**config.mk**
```make
export PLATFORM = sky130hd
export DESIGN_NAME = case_folding_keyword_matcher_unit
export DESIGN_NICKNAME = d
export VERILOG_FILES = /design/src/hw/rtl/cfkm_pkg.sv /design/src/hw/rtl/cfkm_match_bank.sv /design/src/hw/rtl/case_folding_keyword_matcher_unit.sv
export SDC_FILE = /design/constraint.sdc
export NUM_CORES = 1
export LEC_CHECK = 0
export BUFFER_PORTS_ARGS = -buffer_cell sky130_fd_sc_hd__buf_4
export CELL_PAD_IN_SITES_DETAIL_PLACEMENT = 1
export CELL_PAD_IN_SITES_GLOBAL_PLACEMENT = 2
export CORE_MARGIN = 5
export CORE_UTILIZATION = 43
export CTS_BUF_LIST = sky130_fd_sc_hd__clkbuf_8
export DETAILED_ROUTE_END_ITERATION = 12
export PLACE_DENSITY = 0.84
export RECOVER_POWER = 50
export SLEW_MARGIN = 0
export SYNTH_ARGS = -nofsm -noshare
export SYNTH_HDL_FRONTEND = slang
export SYNTH_HIERARCHICAL = 1
export SYNTH_SLANG_ARGS = --single-unit
```
**constraint.sdc**
```tcl
create_clock -name clk -period 4.1 [get_ports clk]
set_clock_uncertainty 0.15 [all_clocks]
set_input_delay 0.82 -clock clk [delete_from_list [all_inputs] [get_ports clk]]
set_output_delay 0.82 -clock clk [all_outputs]
set_load 0.02 [all_outputs]
```
**src/hw/rtl/cfkm_pkg.sv**
```systemverilog
package cfkm_pkg;

    localparam int PHRASE_COUNT     = 11;
    localparam int PHRASE_MAX_BYTES = 43;
    localparam int PHRASE_BITS      = PHRASE_MAX_BYTES * 8;
    localparam int PHRASE_INDEX_W   = 4;

    typedef logic [PHRASE_MAX_BYTES-1:0] progress_t;
    typedef logic [PHRASE_COUNT-1:0]     seen_t;

    // Folded bytes presented to the matcher bank together.
    typedef struct packed {
        logic       en_first;
        logic       en_second;
        logic [7:0] first_byte;
        logic [7:0] second_byte;
        logic       clear;
    } feed_t;

    localparam logic [7:0] ASCII_UPPER_LO = 8'h41;
    localparam logic [7:0] ASCII_UPPER_HI = 8'h5A;
    localparam logic [7:0] LEAD_D0        = 8'hD0;
    localparam logic [7:0] LEAD_D1        = 8'hD1;
    localparam logic [7:0] CYR_CAP_LO     = 8'h90;
    localparam logic [7:0] CYR_CAP_MID    = 8'h9F;
    localparam logic [7:0] CYR_CAP_HI     = 8'hAF;
    localparam logic [7:0] CASE_DELTA     = 8'h20;
    localparam logic [7:0] CYR_IO_CAP     = 8'h81;
    localparam logic [7:0] CYR_IO_SMALL   = 8'h91;

    localparam int PHRASE_LEN [PHRASE_COUNT] = '{
        38, 29, 21, 29, 26, 22, 16, 31, 22, 19, 43
    };

    // First phrase byte sits in the top byte of each entry, zero padded below.
    localparam logic [PHRASE_BITS-1:0] PHRASE_TEXT [PHRASE_COUNT] = '{
        {304'hd0b7d0b0d180d0b0d0b1d0bed182d0b0d0b920d0b220d182d0b5d0bbd0b5d0b3d180d0b0d0bc,
         40'h0},
        {232'hd0bfd0b0d181d181d0b8d0b2d0bdd18bd0b920d0b4d0bed185d0bed0b4, 112'h0},
        {168'hd0b2d0bbd0bed0b6d0b5d0bdd0b8d0b520d0bed182, 176'h0},
        {232'hd0b3d0b0d180d0b0d0bdd182d0b8d18f20d0b4d0bed185d0bed0b4d0b0, 112'h0},
        {208'hd0bdd183d0b6d0bdd18b20d0bbd18ed0b4d0b820d0b4d0bbd18f, 136'h0},
        {176'hd181d181d18bd0bbd0bad0b020d0b220d0b1d0b8d0be, 168'h0},
        {128'hd0bfd0b8d188d0b820d0b220d0bbd181, 216'h0},
        {248'hd183d0b4d0b0d0bbd191d0bdd0bdd0b0d18f20d180d0b0d0b1d0bed182d0b0, 96'h0},
        {176'hd0b4d0bed185d0bed0b420d0b220d0b4d0b5d0bdd18c, 168'h0},
        {152'hd0b2d18b20d0bfd0bbd18bd0b2d0b5d182d0b5, 192'h0},
        344'hd0bad0bed0bdd181d183d0bbd18cd182d0b0d186d0b8d18f20d0b1d0b5d181d0bfd0bbd0b0d182d0bdd0be
    };

    // One shift-and step of one phrase for one folded byte.
    function automatic progress_t match_step(input progress_t prog, input logic [7:0] b,
                                             input int p);
        progress_t nxt;
        logic      prev;
        nxt = '0;
        for (int j = 0; j < PHRASE_MAX_BYTES; j++) begin
            prev = (j == 0) ? 1'b1 : prog[(j == 0) ? 0 : j - 1];
            if (j < PHRASE_LEN[p] && prev
                && PHRASE_TEXT[p][(PHRASE_MAX_BYTES-1-j)*8 +: 8] == b)
            begin
                nxt[j] = 1'b1;
            end
        end
        return nxt;
    endfunction

endpackage

```
**src/hw/rtl/cfkm_match_bank.sv**
```systemverilog
module cfkm_match_bank (
    input  logic            clk,
    input  logic            rst_n,
    input  cfkm_pkg::feed_t feed,
    output cfkm_pkg::seen_t seen_next
);
    import cfkm_pkg::*;

    progress_t progress_reg  [PHRASE_COUNT];
    progress_t progress_next [PHRASE_COUNT];
    seen_t     seen_reg;
    seen_t     seen_reg_next;
    seen_t     hit;

    for (genvar p = 0; p < PHRASE_COUNT; p++) begin : g_phrase
        localparam int LAST_BIT = PHRASE_LEN[p] - 1;
        progress_t mid;
        progress_t fin;

        always_comb
        begin
            mid = feed.en_first ? match_step(progress_reg[p], feed.first_byte, p)
                                : progress_reg[p];
            fin = feed.en_second ? match_step(mid, feed.second_byte, p) : mid;
            hit[p] = (feed.en_first && mid[LAST_BIT]) || (feed.en_second && fin[LAST_BIT]);
            progress_next[p] = feed.clear ? '0 : fin;
        end
    end

    assign seen_next     = seen_reg | hit;
    assign seen_reg_next = feed.clear ? '0 : seen_next;

    always_ff @(posedge clk or negedge rst_n)
    begin
        if (!rst_n)
        begin
            seen_reg <= '0;
            for (int p = 0; p < PHRASE_COUNT; p++)
            begin
                progress_reg[p] <= '0;
            end
        end
        else
        begin
            seen_reg <= seen_reg_next;
            for (int p = 0; p < PHRASE_COUNT; p++)
            begin
                progress_reg[p] <= progress_next[p];
            end
        end
    end

endmodule

```
**src/hw/rtl/case_folding_keyword_matcher_unit.sv**
```systemverilog
// Channel  | Signals                              | Carries
// text     | text_valid, text_ready, text_byte,   | one raw UTF-8 byte per request
//          | last_byte                            |
// result   | result_valid, result_ready, found,   | one request per message, after
//          | phrase_index                         | its final byte
//
// One byte per cycle while no final byte waits behind an untaken result; a result is registered
// in the result register once its final byte has left the input register. The matcher bank
// advances all phrases by up to two folded bytes per byte; this unit does the folding.
// Reset clears the held lead byte, all matcher progress and the seen mask.
// The input register stalls only when a final byte waits behind an untaken result.
module case_folding_keyword_matcher_unit (
    input  logic                                clk,
    input  logic                                rst_n,
    input  logic                                text_valid,
    output logic                                text_ready,
    input  logic [7:0]                          text_byte,
    input  logic                                last_byte,
    output logic                                result_valid,
    input  logic                                result_ready,
    output logic                                found,
    output logic [cfkm_pkg::PHRASE_INDEX_W-1:0] phrase_index
);
    import cfkm_pkg::*;

    logic                      in_valid_reg, in_valid_next;
    logic [7:0]                byte_reg, byte_next;
    logic                      last_reg, last_next;
    logic                      lead_reg, lead_next;
    logic                      out_valid_reg, out_valid_next;
    logic                      found_reg, found_next;
    logic [PHRASE_INDEX_W-1:0] index_reg, index_next;

    logic                      proc_ok;
    logic                      process;
    feed_t                     feed;
    seen_t                     seen_next;
    logic [PHRASE_INDEX_W-1:0] first_hit;

    // A final byte may only go through when the result register can take it.
    assign proc_ok    = !last_reg || !out_valid_reg || result_ready;
    assign process    = in_valid_reg && proc_ok;
    assign text_ready = !in_valid_reg || proc_ok;

    always_comb
    begin
        feed             = '0;
        feed.first_byte  = byte_reg;
        feed.second_byte = byte_reg;
        lead_next        = lead_reg;
        if (process)
        begin
            feed.clear = last_reg;
            lead_next  = 1'b0;
            if (lead_reg)
            begin
                feed.en_first  = 1'b1;
                feed.en_second = 1'b1;
                feed.first_byte = LEAD_D0;
                if (byte_reg >= CYR_CAP_LO && byte_reg <= CYR_CAP_MID)
                begin
                    feed.second_byte = byte_reg + CASE_DELTA;
                end
                else if (byte_reg > CYR_CAP_MID && byte_reg <= CYR_CAP_HI)
                begin
                    feed.first_byte  = LEAD_D1;
                    feed.second_byte = byte_reg - CASE_DELTA;
                end
                else if (byte_reg == CYR_IO_CAP)
                begin
                    feed.first_byte  = LEAD_D1;
                    feed.second_byte = CYR_IO_SMALL;
                end
            end
            else if (byte_reg >= ASCII_UPPER_LO && byte_reg <= ASCII_UPPER_HI)
            begin
                feed.en_first   = 1'b1;
                feed.first_byte = byte_reg + CASE_DELTA;
            end
            else if (byte_reg == LEAD_D0 && !last_reg)
            begin
                lead_next = 1'b1;
            end
            else
            begin
                feed.en_first = 1'b1;
            end
        end
    end

    cfkm_match_bank u_bank (
        .clk       (clk),
        .rst_n     (rst_n),
        .feed      (feed),
        .seen_next (seen_next)
    );

    always_comb
    begin
        first_hit = '0;
        for (int p = PHRASE_COUNT - 1; p >= 0; p--)
        begin
            if (seen_next[p])
            begin
                first_hit = PHRASE_INDEX_W'(p);
            end
        end
    end

    always_comb
    begin
        in_valid_next  = text_ready ? text_valid : in_valid_reg;
        byte_next      = byte_reg;
        last_next      = last_reg;
        if (text_valid && text_ready)
        begin
            byte_next = text_byte;
            last_next = last_byte;
        end

        out_valid_next = out_valid_reg && !result_ready;
        found_next     = found_reg;
        index_next     = index_reg;
        if (process && last_reg)
        begin
            out_valid_next = 1'b1;
            found_next     = |seen_next;
            index_next     = first_hit;
        end
    end

    always_ff @(posedge clk or negedge rst_n)
    begin
        if (!rst_n)
        begin
            in_valid_reg  <= 1'b0;
            lead_reg      <= 1'b0;
            out_valid_reg <= 1'b0;
        end
        else
        begin
            in_valid_reg  <= in_valid_next;
            lead_reg      <= lead_next;
            out_valid_reg <= out_valid_next;
        end
    end

    always_ff @(posedge clk)
    begin
        byte_reg  <= byte_next;
        last_reg  <= last_next;
        found_reg <= found_next;
        index_reg <= index_next;
    end

    assign result_valid = out_valid_reg;
    assign found        = found_reg;
    assign phrase_index = index_reg;

endmodule

```
==> tab_implementation.tex <==
\begin{tabular}{lr}
\hline
Metric & Value \\
\hline
\multicolumn{2}{l}{\textbf{Status}} \\
\quad Run status & finished with violations \\
\quad Violated checks & max-capacitance violations, max-slew violations \\
\multicolumn{2}{l}{\textbf{Synthesis}} \\
\quad Cell types occupying the most area after synthesis & sky130\_fd\_sc\_hd\_\_dfrtp\_1 47\%, sky130\_fd\_sc\_hd\_\_o22ai\_1 8.5\%, sky130\_fd\_sc\_hd\_\_a31oi\_1 7.5\% \\
\quad Post-synth top area share & 0.468 \\
\quad FF+latch count, synth & 313 \\
\quad Post-synthesis cell type with the largest combined area & sky130\_fd\_sc\_hd\_\_dfrtp\_1 \\
\quad Post-synthesis area per instance & $\sim$9.8 um2 \\
\quad Library cells used by synthesis & 76 \\
\quad Most frequent cells after synthesis & 299 x sky130\_fd\_sc\_hd\_\_dfrtp\_1, 217 x sky130\_fd\_sc\_hd\_\_o22ai\_1, 193 x sky130\_fd\_sc\_hd\_\_a31oi\_1, 185 x sky130\_fd\_sc\_hd\_\_nor2b\_1, 111 x sky130\_fd\_sc\_hd\_\_nand2\_1 \\
\quad Post-synthesis sequential area ratio & 0.494 \\
\quad Most numerous cell in the Yosys netlist & sky130\_fd\_sc\_hd\_\_dfrtp\_1 \\
\quad Area of the mapped netlist & 16,000 um2 \\
\quad Post-synth ARST share & 0.955 \\
\quad Syn. warnings & 6 \\
\quad EDFF count, synth & 14 \\
\quad Flip-flop cell with the highest count after synthesis & sky130\_fd\_sc\_hd\_\_dfrtp\_1 \\
\quad Post-synthesis instance total & approximately 1,600 \\
\quad Synthesized net count & $\sim$1,700 \\
\multicolumn{2}{l}{\textbf{Global routing}} \\
\quad M2 GR Usage & 0.461 \\
\quad Global-route met1 utilization & 0.390 \\
\quad Initial antenna violation count & 0 \\
\quad Number of global-route vias before repair & $\sim$15,000 \\
\quad Global routing met3 resource utilization & 0.0703 \\
\quad Congestion Overflow GR & 0 \\
\quad GRT Util Overall & 0.290 \\
\quad Maximum number of pins on one net before global-route repair & $\sim$110 \\
\quad Layer with the highest usage after global routing & met2 \\
\quad First-pass GRT wire length & between 90,000 and 100,000 um \\
\multicolumn{2}{l}{\textbf{Die}} \\
\quad Placeable Area & 36,700 um2 \\
\quad Top-level I/O count & 20 \\
\quad Number of rows in the core area & 70 \\
\quad Die ar. & just over 40,000 um2 \\
\quad Height of the die & about 200 um \\
\quad Width of the die & approximately 200 um \\
\quad Effective utilization at floorplan & 0.436 \\
\multicolumn{2}{l}{\textbf{Route}} \\
\quad First-iteration detailed-routing DRC count & 1,213 \\
\quad Routed WL per cell & between 20 and 30 um \\
\quad Total via count after detailed routing & roughly 14,000 \\
\quad Via density per instance & 6.52 \\
\quad Total wire length & 60,800 um \\
\quad DRT antenna net count & 0 \\
\quad Number of detailed-route iterations in the first pass & 5 \\
\quad Post-route DRC violation count & 0 \\
\multicolumn{2}{l}{\textbf{Min path}} \\
\quad Startpoint of the most critical hold path & text\_byte[2] \\
\quad Cell depth of the worst hold path & 1 \\
\quad Kind of path behind the tightest hold check & in -> reg \\
\quad Hold EP & byte\_reg[2] \\
\multicolumn{2}{l}{\textbf{Clocking}} \\
\quad H-tree levels & 2 \\
\quad CTS tree & yes \\
\quad Buffer levels on the longest clock path & 3 \\
\quad CTS root buffer & sky130\_fd\_sc\_hd\_\_clkbuf\_8 \\
\quad Hold-fix buffers at CTS & 0 \\
\quad Worst-Skew Late Latency & $\sim$0.66 ns \\
\quad TritonCTS sink count & around 310 \\
\quad TritonCTS buffer count & between 50 and 60 \\
\quad Post-CTS setup repair buffer count & 0 \\
\quad CTS clk-pin slew, worst paths & 0.07 ns \\
\multicolumn{2}{l}{\textbf{Layout}} \\
\quad Layout overhead on the synthesized area & 14.4\% \\
\quad Fillcell total & $\sim$4,000 \\
\quad Final-stage net count & approximately 1,700 \\
\quad Total area of sequential cells & 7900 um2 \\
\quad Cell Count, Final, Fillers Out & around 2,200 \\
\quad Max FFs per register & 285 \\
\quad Multi-input gate area in the final layout & between 7000 and 8000 um2 \\
\quad Diode count & 0 \\
\quad Share of cells above drive strength 1 & 0.158 \\
\multicolumn{2}{l}{\textbf{Place}} \\
\quad DP Wirelength & between 40,000 and 50,000 um \\
\quad Number of cells after detailed placement & 2,109 \\
\quad Final weighted congestion in routability-driven placement & 0.941 \\
\quad IO buf count & 19 \\
\multicolumn{2}{l}{\textbf{STA}} \\
\quad Post-route fraction of the period consumed by the critical path & 0.973 \\
\quad Setup repair after global routing missed its margin & no \\
\quad Number of failing hold endpoints at the final stage & 0 \\
\quad Slew headroom & -0.811 \\
\quad Final sum of negative setup slack & 0 ns \\
\quad Final period demand of the worst path & 3.99 ns \\
\quad Actual transition at the worst max-transition pin & 2.72 ns \\
\quad Setup-failing EPs final & 0 \\
\quad Max-slew violation total from the final report & 92 \\
\quad Peak Freq & around 250 MHz \\
\multicolumn{2}{l}{\textbf{Worst setup path}} \\
\quad CP endpoint kind & flip-flop \\
\quad WP data required & 4.41 ns \\
\quad Crit-path most repeated cell & sky130\_fd\_sc\_hd\_\_a21oi\_1 \\
\quad Critical-path cell list & or4\_4, o32ai\_2, a2111oi\_4, xnor2\_1, nor2\_1, buf\_4, nand4b\_2, nor3\_2, a21oi\_1, o21ai\_0, o21bai\_1, a21oi\_1, o31ai\_1 \\
\quad Kind of start point of the critical path & flip-flop \\
\quad WS Path Type & reg -> reg \\
\quad Bufs and invs on worst path & 1 \\
\quad RR Startpoint & byte\_reg[2] \\
\quad Gate family responsible for the most delay along the worst path & simple AND/OR/NAND/NOR gates \\
\quad CP Max Fanout & 6 \\
\quad Endpoint of the worst register-to-register path & phrase\_index[0] \\
\quad Setup slack of the most critical reg-to-reg path & 0.11 ns \\
\quad Arrival time worst endpoint & roughly 4.3 ns \\
\quad Cell depth of the worst flop-to-flop path & 13 \\
\quad Instance count on the critical path & 13 \\
\quad Delay of the slowest cell on the worst path & about 0.58 ns \\
\quad Library cell contributing the largest single delay on the critical path & sky130\_fd\_sc\_hd\_\_nor3\_2 \\
\multicolumn{2}{l}{\textbf{Power and ir drop}} \\
\quad Areal power density over the cells & 346 nW/um2 \\
\quad Share of total power consumed by net switching & 0.278 \\
\quad Cell-internal power & approximately 0.0046 W \\
\quad Net Switching & 0.00176 W \\
\quad Combinational Power Share & 0.085 \\
\quad Sequential share of power & 0.494 \\
\quad Power share of the clock group & 0.421 \\
\quad IR Drop Worst-Case VDD & 253 uV \\
\quad Static Leak & between 7 and 8 nW \\
\multicolumn{2}{l}{\textbf{Job}} \\
\quad Max-cap violations & 1 \\
\hline
\end{tabular}
[worst register-to-register path, stage by stage (launching register included)]
cell and delay (ns):
sky130_fd_sc_hd__edfxtp_1 0.39, sky130_fd_sc_hd__or4_4 0.56, sky130_fd_sc_hd__o32ai_2 0.32, sky130_fd_sc_hd__a2111oi_4 0.10, sky130_fd_sc_hd__xnor2_1 0.14, sky130_fd_sc_hd__nor2_1 0.25, sky130_fd_sc_hd__buf_4 0.18, sky130_fd_sc_hd__nand4b_2 0.25
sky130_fd_sc_hd__nor3_2 0.58, sky130_fd_sc_hd__a21oi_1 0.20, sky130_fd_sc_hd__o21ai_0 0.19, sky130_fd_sc_hd__o21bai_1 0.17, sky130_fd_sc_hd__a21oi_1 0.08, sky130_fd_sc_hd__o31ai_1 0.22
[cell families after synthesis]
logic type | synth area share
AO/OA/AOI/OAI | 0.240
AND/OR/NAND/NOR | 0.176
flip-flops | 0.494
buffers and inverters | 0.0421
multiplexers | 0.0456
adder cells (fa/ha/maj) | 0.00235
XOR/XNOR | 0.000547
[worst max path at each step]
stage                                    end    startpoint
floorplan                    phrase_index[1]  result_ready
global route        u_bank/progress_reg[358]   byte_reg[1]
finish                       phrase_index[0]   byte_reg[2]
global placement                       found  result_ready
detailed placement                     found  result_ready
CTS                          phrase_index[3]   byte_reg[2]
[area by class of cell]
class / instances / share of cell area
flip-flops and latches: 313 / 0.432
multi-input cells: 1158 / 0.409
inverters: 17 / 0.00355
well taps: 468 / 0.0320
repair buffers: 153 / 0.0705
clock buffers: 60 / 0.0451
clock inverters: 36 / 0.00813
[power groups by stage]
| stage | Combinational, W | Clock [W] | Sequential [W] |
|---|---|---|---|
| floorplan | 0.000286 | 0 | 0.00319 |
| global placement | 0.000526 | 0 | 0.00318 |
| detailed placement | 0.000533 | 0 | 0.00319 |
| CTS | 0.000534 | 0.00273 | 0.00313 |
| global route | 0.000572 | 0.00290 | 0.00313 |
| finish | 0.000538 | 0.00267 | 0.00313 |
[per-stage QoR]
step | total power (W) | hold slack [ns] | utilization | worst slack, ns | area [um2]
after detailed placement | 0.00372 | 0.336 | 0.472 | 0.0504 | 17300
after global placement | 0.00371 | 0.341 | 0.472 | 0.158 | 17300
after CTS | 0.00639 | 0.0786 | 0.499 | 0.200 | 18300
after floorplan | 0.00347 | 0.309 | - | 0.102 | 16000
final | 0.00634 | 0.203 | 0.499 | 0.113 | 18300
after global routing | 0.00660 | 0.179 | 0.499 | 0.00299 | 18300
[per-layer routing]
layer	up-vias	part of all wire
li1	6345	-
met1	7438	0.43
met2	448	0.47
met3	139	0.065
met4	0	0.036
met5	-	0
[timing repair]
item / CTS / global route
endpoints found under the hold margin: 0 / 0
setup endpoints to repair: 0 / 1
gates resized for setup: 0 / 2
[layout by cell type, fill, tap and decap left out, types with 7 or more instances in the layout]
master	n
sky130_fd_sc_hd__nand2b_1	14
sky130_fd_sc_hd__nor2b_1	185
sky130_fd_sc_hd__o21ai_0	14
sky130_fd_sc_hd__nand2_1	110
sky130_fd_sc_hd__o22ai_1	217
sky130_fd_sc_hd__a31oi_1	193
sky130_fd_sc_hd__inv_1	41
sky130_fd_sc_hd__clkbuf_8	60
sky130_fd_sc_hd__buf_12	12
sky130_fd_sc_hd__nand4_1	12
sky130_fd_sc_hd__dfrtp_1	299
sky130_fd_sc_hd__edfxtp_1	14
sky130_fd_sc_hd__a211oi_1	33
sky130_fd_sc_hd__a21oi_1	54
sky130_fd_sc_hd__nor3_1	16
sky130_fd_sc_hd__mux2_2	7
sky130_fd_sc_hd__clkbuf_4	9
sky130_fd_sc_hd__a22oi_1	34
sky130_fd_sc_hd__buf_4	129
sky130_fd_sc_hd__mux2i_1	65
sky130_fd_sc_hd__and2_1	12
sky130_fd_sc_hd__nand3_1	22
sky130_fd_sc_hd__nor2_1	51
Note: power is estimated with default switching activity, not from simulation.
